## config.mk

```make
export PLATFORM = sky130hd
export DESIGN_NAME = pll_int_frac_divider_calc
export DESIGN_NICKNAME = d
export VERILOG_FILES = /design/src/pifd_pkg.sv /design/src/pifd_div_cell.sv /design/src/pifd_in_stage.sv /design/src/pifd_mul_stage.sv /design/src/pifd_out_stage.sv /design/src/pll_int_frac_divider_calc.sv
export SDC_FILE = /design/constraint.sdc
export NUM_CORES = 2
export LEC_CHECK = 0
export BUFFER_PORTS_ARGS = -buffer_cell sky130_fd_sc_hd__buf_2
export CAP_MARGIN = 20
export CORE_ASPECT_RATIO = 1.1
export CORE_MARGIN = 2
export CORE_UTILIZATION = 58
export CTS_CLUSTER_SIZE = 14
export DETAILED_ROUTE_END_ITERATION = 10
export PLACE_DENSITY = 0.74
export SYNTH_ARGS = -nofsm -noshare
export SYNTH_HDL_FRONTEND = slang
export SYNTH_HIERARCHICAL = 1
export SYNTH_SLANG_ARGS = --single-unit
export TNS_END_PERCENT = 20
```

## constraint.sdc

```tcl
create_clock -name aclk -period 8.78 [get_ports aclk]
set_clock_uncertainty 0.15 [all_clocks]
set_input_delay 0.439 -clock aclk [delete_from_list [all_inputs] [get_ports aclk]]
set_output_delay 0.439 -clock aclk [all_outputs]
set_load 0.005 [all_outputs]
```

## src/pifd_pkg.sv

```systemverilog
`timescale 1ns / 1ps

package pifd_pkg;

    localparam int FREQ_W  = 33;
    localparam int PFD_W   = 25;
    localparam int INT_W   = 16;
    localparam int FRAC_W  = 12;
    localparam int REG0_W  = 32;
    localparam int PROD_W  = PFD_W + FRAC_W;

    // Fractional modulus; FRAC_W must cover it
    localparam int MODULUS = 4095;

    // One quotient bit per cell
    localparam int INT_CELLS  = INT_W;
    localparam int FRAC_CELLS = FRAC_W;
    localparam int BITS_W     = INT_W;

    localparam int S_TDATA_W = ((FREQ_W + 7) / 8) * 8;
    localparam int M_PAY_W   = 2 + INT_W + FRAC_W + REG0_W;
    localparam int M_TDATA_W = ((M_PAY_W + 7) / 8) * 8;

    localparam logic [FREQ_W-1:0] FREQ_MIN_HZ = 33'd34600000;
    localparam logic [FREQ_W-1:0] FREQ_MAX_HZ = 33'd4400000000;
    localparam logic [INT_W:0]    INT_MIN_VAL = 17'd23;
    localparam logic [PFD_W-1:0]  PFD_RESET   = 25'd10000000;

    typedef enum logic [1:0] {
        ST_OK   = 2'd0,
        ST_BAND = 2'd1,
        ST_INT  = 2'd2
    } pifd_status_t;

    // Item as it travels down the chain. rem is the partial remainder,
    // bits holds the dividend bits still to be consumed at the top and the
    // quotient bits collected so far at the bottom.
    typedef struct packed {
        pifd_status_t        status;
        logic [INT_W-1:0]    int_q;
        logic [PFD_W-1:0]    rem;
        logic [BITS_W-1:0]   bits;
    } pifd_item_t;

endpackage

```

## src/pifd_div_cell.sv

```systemverilog
`timescale 1ns / 1ps

// One restoring division step: shift in the next dividend bit, subtract
// the divisor when it fits, shift out one quotient bit.
module pifd_div_cell (
    input  logic                         aclk,
    input  logic                         aresetn,
    input  logic [pifd_pkg::PFD_W-1:0]   pfd,
    input  logic                         in_valid,
    input  pifd_pkg::pifd_item_t         in_item,
    output logic                         in_ready,
    output logic                         out_valid,
    output pifd_pkg::pifd_item_t         out_item,
    input  logic                         out_ready
);

    logic                       valid_reg;
    pifd_pkg::pifd_item_t       item_reg;
    pifd_pkg::pifd_item_t       item_next;
    logic [pifd_pkg::PFD_W:0]   trial;
    logic [pifd_pkg::PFD_W:0]   diff;
    logic                       take;

    always_comb begin
        trial = {in_item.rem, in_item.bits[pifd_pkg::BITS_W-1]};
        diff  = trial - {1'b0, pfd};
        take  = (trial >= {1'b0, pfd});
        item_next      = in_item;
        item_next.rem  = take ? diff[pifd_pkg::PFD_W-1:0] : trial[pifd_pkg::PFD_W-1:0];
        item_next.bits = {in_item.bits[pifd_pkg::BITS_W-2:0], take};
    end

    assign in_ready  = ~valid_reg | out_ready;
    assign out_valid = valid_reg;
    assign out_item  = item_reg;

    always_ff @(posedge aclk) begin
        if (!aresetn) begin
            valid_reg <= 1'b0;
        end else if (in_ready) begin
            valid_reg <= in_valid;
        end
    end

    always_ff @(posedge aclk) begin
        if (in_ready && in_valid) begin
            item_reg <= item_next;
        end
    end

endmodule

```

## src/pifd_in_stage.sv

```systemverilog
`timescale 1ns / 1ps

// Band check, divisor check and setup of the integer division.
module pifd_in_stage (
    input  logic                         aclk,
    input  logic                         aresetn,
    input  logic [pifd_pkg::PFD_W-1:0]   pfd,
    input  logic                         in_valid,
    input  logic [pifd_pkg::FREQ_W-1:0]  freq_hz,
    output logic                         in_ready,
    output logic                         out_valid,
    output pifd_pkg::pifd_item_t         out_item,
    input  logic                         out_ready
);

    localparam int WIDE_W = pifd_pkg::PFD_W + pifd_pkg::INT_W;

    logic                   valid_reg;
    pifd_pkg::pifd_item_t   item_reg;
    pifd_pkg::pifd_item_t   item_next;
    logic                   out_of_band;
    logic                   int_overflow;

    always_comb begin
        out_of_band  = (freq_hz < pifd_pkg::FREQ_MIN_HZ) || (freq_hz > pifd_pkg::FREQ_MAX_HZ);
        // quotient would need more than INT_W bits
        int_overflow = (WIDE_W'(freq_hz) >= {pfd, {pifd_pkg::INT_W{1'b0}}});
        item_next.int_q = '0;
        item_next.rem   = pifd_pkg::PFD_W'(freq_hz[pifd_pkg::FREQ_W-1:pifd_pkg::INT_W]);
        item_next.bits  = freq_hz[pifd_pkg::INT_W-1:0];
        if (out_of_band) begin
            item_next.status = pifd_pkg::ST_BAND;
        end else if ((pfd == '0) || int_overflow) begin
            item_next.status = pifd_pkg::ST_INT;
        end else begin
            item_next.status = pifd_pkg::ST_OK;
        end
    end

    assign in_ready  = ~valid_reg | out_ready;
    assign out_valid = valid_reg;
    assign out_item  = item_reg;

    always_ff @(posedge aclk) begin
        if (!aresetn) begin
            valid_reg <= 1'b0;
        end else if (in_ready) begin
            valid_reg <= in_valid;
        end
    end

    always_ff @(posedge aclk) begin
        if (in_ready && in_valid) begin
            item_reg <= item_next;
        end
    end

endmodule

```

## src/pifd_mul_stage.sv

```systemverilog
`timescale 1ns / 1ps

// Latch INT and form the rounded fraction numerator rem*MODULUS + pfd/2.
module pifd_mul_stage (
    input  logic                         aclk,
    input  logic                         aresetn,
    input  logic [pifd_pkg::PFD_W-1:0]   pfd,
    input  logic                         in_valid,
    input  pifd_pkg::pifd_item_t         in_item,
    output logic                         in_ready,
    output logic                         out_valid,
    output pifd_pkg::pifd_item_t         out_item,
    input  logic                         out_ready
);

    localparam int PAD_W = pifd_pkg::BITS_W - pifd_pkg::FRAC_W;

    logic                           valid_reg;
    pifd_pkg::pifd_item_t           item_reg;
    pifd_pkg::pifd_item_t           item_next;
    logic [pifd_pkg::PROD_W-1:0]    num;

    always_comb begin
        num = pifd_pkg::PROD_W'(in_item.rem) * pifd_pkg::PROD_W'(pifd_pkg::MODULUS)
            + pifd_pkg::PROD_W'(pfd[pifd_pkg::PFD_W-1:1]);
        item_next.status = in_item.status;
        item_next.int_q  = in_item.bits;
        item_next.rem    = num[pifd_pkg::PROD_W-1:pifd_pkg::FRAC_W];
        item_next.bits   = {num[pifd_pkg::FRAC_W-1:0], {PAD_W{1'b0}}};
    end

    assign in_ready  = ~valid_reg | out_ready;
    assign out_valid = valid_reg;
    assign out_item  = item_reg;

    always_ff @(posedge aclk) begin
        if (!aresetn) begin
            valid_reg <= 1'b0;
        end else if (in_ready) begin
            valid_reg <= in_valid;
        end
    end

    always_ff @(posedge aclk) begin
        if (in_ready && in_valid) begin
            item_reg <= item_next;
        end
    end

endmodule

```

## src/pifd_out_stage.sv

```systemverilog
`timescale 1ns / 1ps

// Fraction wrap, INT range check and packing into the output register.
module pifd_out_stage (
    input  logic                             aclk,
    input  logic                             aresetn,
    input  logic                             in_valid,
    input  pifd_pkg::pifd_item_t             in_item,
    output logic                             in_ready,
    output logic                             m_valid,
    output logic [pifd_pkg::M_TDATA_W-1:0]   m_data,
    input  logic                             m_ready
);

    localparam int PAD_W = pifd_pkg::M_TDATA_W - pifd_pkg::M_PAY_W;

    logic                               valid_reg;
    logic [pifd_pkg::M_TDATA_W-1:0]     data_reg;
    logic [pifd_pkg::M_TDATA_W-1:0]     data_next;
    logic [pifd_pkg::FRAC_W-1:0]        fr;
    logic [pifd_pkg::FRAC_W-1:0]        fr_fin;
    logic                               wrap;
    logic [pifd_pkg::INT_W:0]           int_inc;
    pifd_pkg::pifd_status_t             status;
    logic [pifd_pkg::INT_W-1:0]         int_out;
    logic [pifd_pkg::FRAC_W-1:0]        frac_out;
    logic [pifd_pkg::REG0_W-1:0]        reg0_out;

    always_comb begin
        fr      = in_item.bits[pifd_pkg::FRAC_W-1:0];
        wrap    = (32'(fr) >= 32'(pifd_pkg::MODULUS));
        fr_fin  = wrap ? '0 : fr;
        int_inc = {1'b0, in_item.int_q} + (pifd_pkg::INT_W + 1)'(wrap);
        status  = in_item.status;
        if ((status == pifd_pkg::ST_OK)
            && ((int_inc < pifd_pkg::INT_MIN_VAL) || int_inc[pifd_pkg::INT_W])) begin
            status = pifd_pkg::ST_INT;
        end
        if (status == pifd_pkg::ST_OK) begin
            int_out  = int_inc[pifd_pkg::INT_W-1:0];
            frac_out = fr_fin;
        end else begin
            int_out  = '0;
            frac_out = '0;
        end
        reg0_out  = {1'b0, int_out, frac_out, 3'b000};
        data_next = {{PAD_W{1'b0}}, reg0_out, frac_out, int_out, status};
    end

    assign in_ready = ~valid_reg | m_ready;
    assign m_valid  = valid_reg;
    assign m_data   = data_reg;

    always_ff @(posedge aclk) begin
        if (!aresetn) begin
            valid_reg <= 1'b0;
        end else if (in_ready) begin
            valid_reg <= in_valid;
        end
    end

    always_ff @(posedge aclk) begin
        if (in_ready && in_valid) begin
            data_reg <= data_next;
        end
    end

endmodule

```

## src/pll_int_frac_divider_calc.sv

```systemverilog
`timescale 1ns / 1ps

// Channel   Dir  Handshake                     Payload (low bit first)
// s_axis    in   s_axis_tvalid/s_axis_tready   freq_hz[32:0], zero pad to 40
// m_axis    out  m_axis_tvalid/m_axis_tready   status[1:0], int_value[17:2],
//                                              frac_value[29:18], reg0_word[61:30]
// cfg       in   cfg_wr_en                     pfd_hz[24:0]
//
// One item per cycle sustained while m_axis accepts; the chain is one check stage, 16
// integer division cells, one multiply stage, 12 fraction division cells and
// the output register. Each cell resolves one quotient bit.
// Reset (aresetn low, synchronous) empties the chain and loads pfd_hz with
// 10 MHz. Ready is combinational through the chain, so a stall on m_axis
// reaches back through full cells in the same cycle; bubbles are squeezed
// out, so s_axis_tready stays high until every cell holds an item.
module pll_int_frac_divider_calc (
    input  logic                             aclk,
    input  logic                             aresetn,
    input  logic                             cfg_wr_en,
    input  logic [pifd_pkg::PFD_W-1:0]       cfg_wr_data,     // pfd_hz
    input  logic                             s_axis_tvalid,
    output logic                             s_axis_tready,
    input  logic [pifd_pkg::S_TDATA_W-1:0]   s_axis_tdata,    // freq_hz[32:0]
    output logic                             m_axis_tvalid,
    input  logic                             m_axis_tready,
    // status[1:0], int_value[17:2], frac_value[29:18], reg0_word[61:30]
    output logic [pifd_pkg::M_TDATA_W-1:0]   m_axis_tdata
);

    localparam int NI = pifd_pkg::INT_CELLS;
    localparam int NF = pifd_pkg::FRAC_CELLS;

    logic [pifd_pkg::PFD_W-1:0] pfd_reg;

    // Hold the divisor; the user must change it only while the chain is empty, the block does not enforce this
    always_ff @(posedge aclk) begin
        if (!aresetn) begin
            pfd_reg <= pifd_pkg::PFD_RESET;
        end else if (cfg_wr_en) begin
            pfd_reg <= cfg_wr_data;
        end
    end

    // Integer chain taps: index 0 is the check stage output
    logic                   iv [0:NI];
    logic                   ir [0:NI];
    pifd_pkg::pifd_item_t   ii [0:NI];

    // Fraction chain taps: index 0 is the multiply stage output
    logic                   fv [0:NF];
    logic                   fr [0:NF];
    pifd_pkg::pifd_item_t   fi [0:NF];

    pifd_in_stage u_in (
        .aclk      (aclk),
        .aresetn   (aresetn),
        .pfd       (pfd_reg),
        .in_valid  (s_axis_tvalid),
        .freq_hz   (s_axis_tdata[pifd_pkg::FREQ_W-1:0]),
        .in_ready  (s_axis_tready),
        .out_valid (iv[0]),
        .out_item  (ii[0]),
        .out_ready (ir[0])
    );

    // Advance the integer quotient one bit per cell
    for (genvar k = 0; k < NI; k++) begin : g_int
        pifd_div_cell u_cell (
            .aclk      (aclk),
            .aresetn   (aresetn),
            .pfd       (pfd_reg),
            .in_valid  (iv[k]),
            .in_item   (ii[k]),
            .in_ready  (ir[k]),
            .out_valid (iv[k+1]),
            .out_item  (ii[k+1]),
            .out_ready (ir[k+1])
        );
    end

    pifd_mul_stage u_mul (
        .aclk      (aclk),
        .aresetn   (aresetn),
        .pfd       (pfd_reg),
        .in_valid  (iv[NI]),
        .in_item   (ii[NI]),
        .in_ready  (ir[NI]),
        .out_valid (fv[0]),
        .out_item  (fi[0]),
        .out_ready (fr[0])
    );

    // Advance the rounded fraction one bit per cell
    for (genvar k = 0; k < NF; k++) begin : g_frac
        pifd_div_cell u_cell (
            .aclk      (aclk),
            .aresetn   (aresetn),
            .pfd       (pfd_reg),
            .in_valid  (fv[k]),
            .in_item   (fi[k]),
            .in_ready  (fr[k]),
            .out_valid (fv[k+1]),
            .out_item  (fi[k+1]),
            .out_ready (fr[k+1])
        );
    end

    pifd_out_stage u_out (
        .aclk     (aclk),
        .aresetn  (aresetn),
        .in_valid (fv[NF]),
        .in_item  (fi[NF]),
        .in_ready (fr[NF]),
        .m_valid  (m_axis_tvalid),
        .m_data   (m_axis_tdata),
        .m_ready  (m_axis_tready)
    );

    // Field views of the result for the checks below
    logic [1:0]                     chk_status;
    logic [pifd_pkg::INT_W-1:0]     chk_int;
    logic [pifd_pkg::FRAC_W-1:0]    chk_frac;
    logic [pifd_pkg::REG0_W-1:0]    chk_reg0;

    assign chk_status = m_axis_tdata[1:0];
    assign chk_int    = m_axis_tdata[2 +: pifd_pkg::INT_W];
    assign chk_frac   = m_axis_tdata[2 + pifd_pkg::INT_W +: pifd_pkg::FRAC_W];
    assign chk_reg0   = m_axis_tdata[2 + pifd_pkg::INT_W + pifd_pkg::FRAC_W +: pifd_pkg::REG0_W];

    // Input side only blocks when the output is stalled and the chain is full
    a_ready_only_on_stall: assert property (@(posedge aclk) disable iff (!aresetn)
        !s_axis_tready |-> (m_axis_tvalid && !m_axis_tready))
        else $error("input blocked without output stall");

    a_ok_int_range: assert property (@(posedge aclk) disable iff (!aresetn)
        (m_axis_tvalid && (chk_status == pifd_pkg::ST_OK)) |->
            ((17'(chk_int) >= pifd_pkg::INT_MIN_VAL)
             && (32'(chk_frac) < 32'(pifd_pkg::MODULUS))))
        else $error("ok result with INT or FRAC out of range");

    a_err_zero: assert property (@(posedge aclk) disable iff (!aresetn)
        (m_axis_tvalid && (chk_status != pifd_pkg::ST_OK)) |->
            ((chk_int == '0) && (chk_frac == '0) && (chk_reg0 == '0)))
        else $error("error result with nonzero fields");

    a_reg0_packing: assert property (@(posedge aclk) disable iff (!aresetn)
        m_axis_tvalid |-> (chk_reg0 == {1'b0, chk_int, chk_frac, 3'b000}))
        else $error("reg0 word does not match INT and FRAC");

    a_status_code: assert property (@(posedge aclk) disable iff (!aresetn)
        m_axis_tvalid |-> ((chk_status == pifd_pkg::ST_OK)
                           || (chk_status == pifd_pkg::ST_BAND)
                           || (chk_status == pifd_pkg::ST_INT)))
        else $error("undefined status code");

endmodule
```

---- Yosys cells after proc, flatten, opt, wreduce, memory -nomap -nowiden ----
Cells that the tools add are included.
cells by class
  add/sub/neg operators ................... 29
  multiply operators ...................... 1
  $lt $le $gt $ge ......................... 33
  muxes and demuxes ....................... 32
  bitwise logic cells ..................... 62
  reductions and logical operators ........ 38
operator list
  operator                count
  $ge 26x25->1            27
  $mux 25                 26
  $sub 25x25->25          26
  $ge 33x41->1            1
  $add 37x24->37          1
  $mul 25x12->37 const B  1
  $gt 33x33->1 const B    1
  $lt 33x26->1 const B    1
  $logic_and 1x1->1       32
  $not 1->1               31
  $or 1x1->1              31
  $ge 18x25->1            1
  $logic_not 25->1        1
  $sub 18x25->25          1
  $mux 12                 2
  $mux 18                 1
  $add 16x1->17           1
  $lt 17x5->1 const B     1
  $mux 16                 1
  $ge 12x12->1 const B    1
  $logic_not 2->1         2
  $mux 2                  2
  $logic_or 1x1->1        3
word-level totals
  register bits after elaboration ......... 1527
  bits of input ports ..................... 70
  output and inout bits ................... 66

---- Depth between registers and ports, before layout ----
  depth in word-level cells ............... 33
  mapped depth ............................ 32
  depth with buffers taken out ............ 32

---- Cells and area by module ----
Netlist, hierarchy kept.
by module, submodules not included
  module                                times used  cells an instance  area each (µm²)
  pifd_div_cell (g_frac[0].u_cell ...)  17          303                3570.9
  pifd_div_cell (g_frac[6].u_cell ...)  11          310                3464.6
  pifd_mul_stage                        1           795                8610.8
  pifd_out_stage                        1           203                2149.6
  pifd_in_stage                         1           164                1993.2
  pll_int_frac_divider_calc             1           80                 945.9

---- Worst setup path before layout ----
Ideal clock, no wire load.
  path type ............................... input-to-reg
  start ................................... input m_axis_tready
  end ..................................... register g_int[0].u_cell.item_reg (netlist bit g_int[0].u_cell/out_item[0]) (enable)
  library setup time ...................... 0.524 ns
  arrival time ............................ 5.680 ns
  data required time ...................... 8.106 ns
  path slack .............................. 2.425 ns
  stages on the path ...................... 31
  buffers on the path ..................... 0
  cells stage by stage .................... nand2b_1 -> nand2b_1 -> nand2b_1 -> nand2b_1 -> nand2b_1 -> nand2b_1 -> nand2b_1 -> nand2b_1 -> nand2b_1 -> nand2b_1 -> nand2b_1 -> nand2b_1 -> nand2b_1 -> nand2b_1 -> nand2b_1 -> nand2b_1 -> nand2b_1 -> nand2b_1 -> nand2b_1 -> nand2b_1 -> nand2b_1 -> nand2b_1 -> nand2b_1 -> nand2b_1 -> nand2b_1 -> nand2b_1 -> nand2b_1 -> nand2b_1 -> nand2b_1 -> nand2b_1 -> and2_1
RTL lines
  what                    line                             RTL
  start: declaration      pll_int_frac_divider_calc.sv:25  input logic m_axis_tready,
  end signal: assignment  pifd_div_cell.sv:47              item_reg <= item_next;
  end: declaration        pifd_div_cell.sv:18              pifd_pkg::pifd_item_t item_reg;

==> results.md <==
- The number of placed instances, taps included is 11569.
- Broken down by cell family, the worst path's largest delay share belongs to simple AND/OR/NAND/NOR gates.
- The run finished with clean final reports.
- The number of buffers and inverters on the critical path is 1.
- For this configuration, the core starts out at a cell density of 58.2%.
- The start-to-end type of the worst setup path is register to output pin.
- The total overflow left after global routing is 0.
- The count of nets left with antenna violations after detail routing is 0.
- Dividing the final minimum period by the clock period gives 87.8%.
- The full die area is 178000 µm².
- The net load switching power is 4.82 mW.
- The final weighted congestion of routability-driven global placement is 0.935.
- The number of pins with negative max-slew slack in the final report is 0.
- The total count of hold-check failures in the final report is 0.
- For this design, the slowest cell found on the critical path is sky130_fd_sc_hd__dfxtp_1.
- Compared with the post-synthesis result, the final layout area differs by 8.17%.
- Among the stages of the critical path, the cell type that occurs most often is sky130_fd_sc_hd__nand2b_1.
- In the final routed layout, each cell accounts on average for 23.0 µm.
- The post-detailed-placement cell area is 104000 µm².
- For this design the static power due to leakage is 43.7 nW.
- The HPWL after detailed placement is 199 mm.
- The final-report setup violation count is 0.
- The number of flip-flops under the largest register name is 688.
- In this run the horizontal extent of the chip is 403 µm.
- STA classifies the critical path endpoint as an output pin.
- The achievable frequency is 130 MHz.
- STA puts the critical path data arrival time at 7.12 ns.
- After routing the design area is 110000 µm².
- The layout cell share with drive strength beyond 1 is 11.9%.
- The top cell types in the final layout, fill and taps aside, are sky130_fd_sc_hd__edfxtp_1, sky130_fd_sc_hd__inv_1, sky130_fd_sc_hd__ha_1, sky130_fd_sc_hd__a21oi_1, sky130_fd_sc_hd__nand2_1.
- The floorplan has 161 rows.
- Across the run, the number of max-cap violations was 0.
- Yosys printed 6 warnings.
- For the final routed database, the setup TNS stands at 0 ns.
- After detailed routing, the number of remaining DRC violations is 0.
- For this block, the initial DRC count from the detailed router was 5527.
- The mapped cell area is 102000 µm².
- The deepest clock path buffer count is 3.
- After floorplanning, the core was sized to cover 174000 µm².
- Measured against its own limit, the worst slew margin works out to 22.6%.
- The number of antenna violations at the first check in global routing is 18.
- The final standard cell utilization of the core is 62.9%.
- In this run the power density over the cells is 164 nW/µm².
- The I/O pin count is 136.
- Counting instances, the worst hold path has a depth of 3.
- Entering global routing, the biggest net connects 57 pins.
- The number of detailed-route iterations in the first pass is 6.
- The non-filler instance count after layout is 11935.
- At the pin with the least slew margin, the transition time is 1.16 ns.
- TritonCTS built the clock tree.
- Of all nets on the critical path, the largest fanout is 3.
- CTS built an H-tree with a depth of 4.
- Counting the buffers created by CTS gives 158.
- STA classifies the critical path startpoint as a register.
- Setup repair after global routing left no endpoint under its margin.
- Global routing used 30.4% of the available tracks.
- The global-route wire length before repair is 414 mm.
- The master cell of the clock root buffer is sky130_fd_sc_hd__clkbuf_16.
- The final critical-path setup slack is 1.08 ns.
- Leaving out fill and tap cells, the most frequent cell in the layout is sky130_fd_sc_hd__edfxtp_1.
- The path class of the lowest-slack min-delay path is input pin to register.
- The floorplan step set the die height to 443 µm.
- The tightest hold path in the finished design has a slack of 0.105 ns.
- The worst setup slack before clock tree synthesis is 1.51 ns.
- Registers are responsible for 44.6% of the overall power.
- The final layout contains 10589 nets.
- The fraction of power consumed by combinational cells is 17.2%.
- Dividing the detail-routed via count by the number of cells gives 6.02.
- The total internal power is 13.2 mW.
- Counting buffers and inverters, the worst setup path is 32 cells deep.
- Buffers placed on the I/O ports in this run total 122.
- Clock-pin slew was measured on the worst setup and hold paths at 0.06 ns.
- In the synthesized netlist, the number of instances is 9322.
- At the worst endpoint, the required time is 8.19 ns.
- The worst-case IR drop observed on VDD is 222 µV.
- The total chip power is 18.0 mW.
- The delay of the slowest critical-path stage is 0.32 ns.
- The depth of the worst register-to-register path is 33.
- The minimum clock period after layout is 7.70 ns.
- Per report_power, the clock group accounts for 38.2% of the total.
- The number of sinks on the clock net is 1499.
- The clock latency at the later pin of the worst-skew pair is 0.85 ns.
- The mean area per synthesized cell is 10.9 µm².
- Net switching is 26.8% of the power.
- The via count of the first global-routing pass is 71007.
- For this block, the via count after detailed routing is 71834.
- Wires add up to 274 mm.
power by group through the flow:
stage	clock network, mW	registers (mW)	logic [mW]
floorplan	0	8.14	2.26
global placement	0	8.16	2.96
detailed placement	0	8.17	3.01
CTS	7.00	8.01	3.05
global route	7.28	8.01	3.37
finish	6.87	8.02	3.09
what timing repair did:
| action | CTS | global route |
|---|---|---|
| setup buffers | 0 | 0 |
| endpoints found under the hold margin | 63 | 0 |
| hold buffers | 60 | 0 |
| gates resized for setup | 0 | 0 |
area by class of cell:
type                            count  area [µm²]
Antenna cell                       10        25.0
Clock buffer                      198        4160
Clock inverter                     94        1270
Fill cell                       13768       64700
Inverter                         1226        4710
Multi-Input combinational cell   6394       50600
Sequential cell                  1499       44500
Tap cell                         2282        2860
Timing Repair Buffer              232        1640
routing by layer:
| layer | GRT usage, % | vias to the layer above | part of all wire (%) |
|---|---|---|---|
| met3 | 3.70 | 686 | 5.6 |
| met1 | 36.6 | 34771 | 39 |
| li1 | - | 33955 | - |
| met4 | 15.8 | 0 | 5.8 |
| met2 | 53.3 | 2422 | 50 |
| met5 | 0 | - | 0 |
worst register-to-register path: cells and delay by family (launching register included):
family / cells / cell delay, ns
buffers and inverters: 1 / 0.34
and+or+nand+nor: 32 / 6.17
DFF: 1 / 0.32
worst paths after layout:
kind | from | endpoint | slack [ns]
max | u_out/m_valid | s_axis_tready | 1.08
min | aresetn | pfd_reg[15] | 0.11
max reg2reg | u_out/m_valid | u_in/out_item[0] | 1.48
min reg2reg | g_int[3].u_cell/out_item[7] | g_int[4].u_cell/out_item[8] | 0.23
Note: power is estimated with default switching activity, not from simulation.
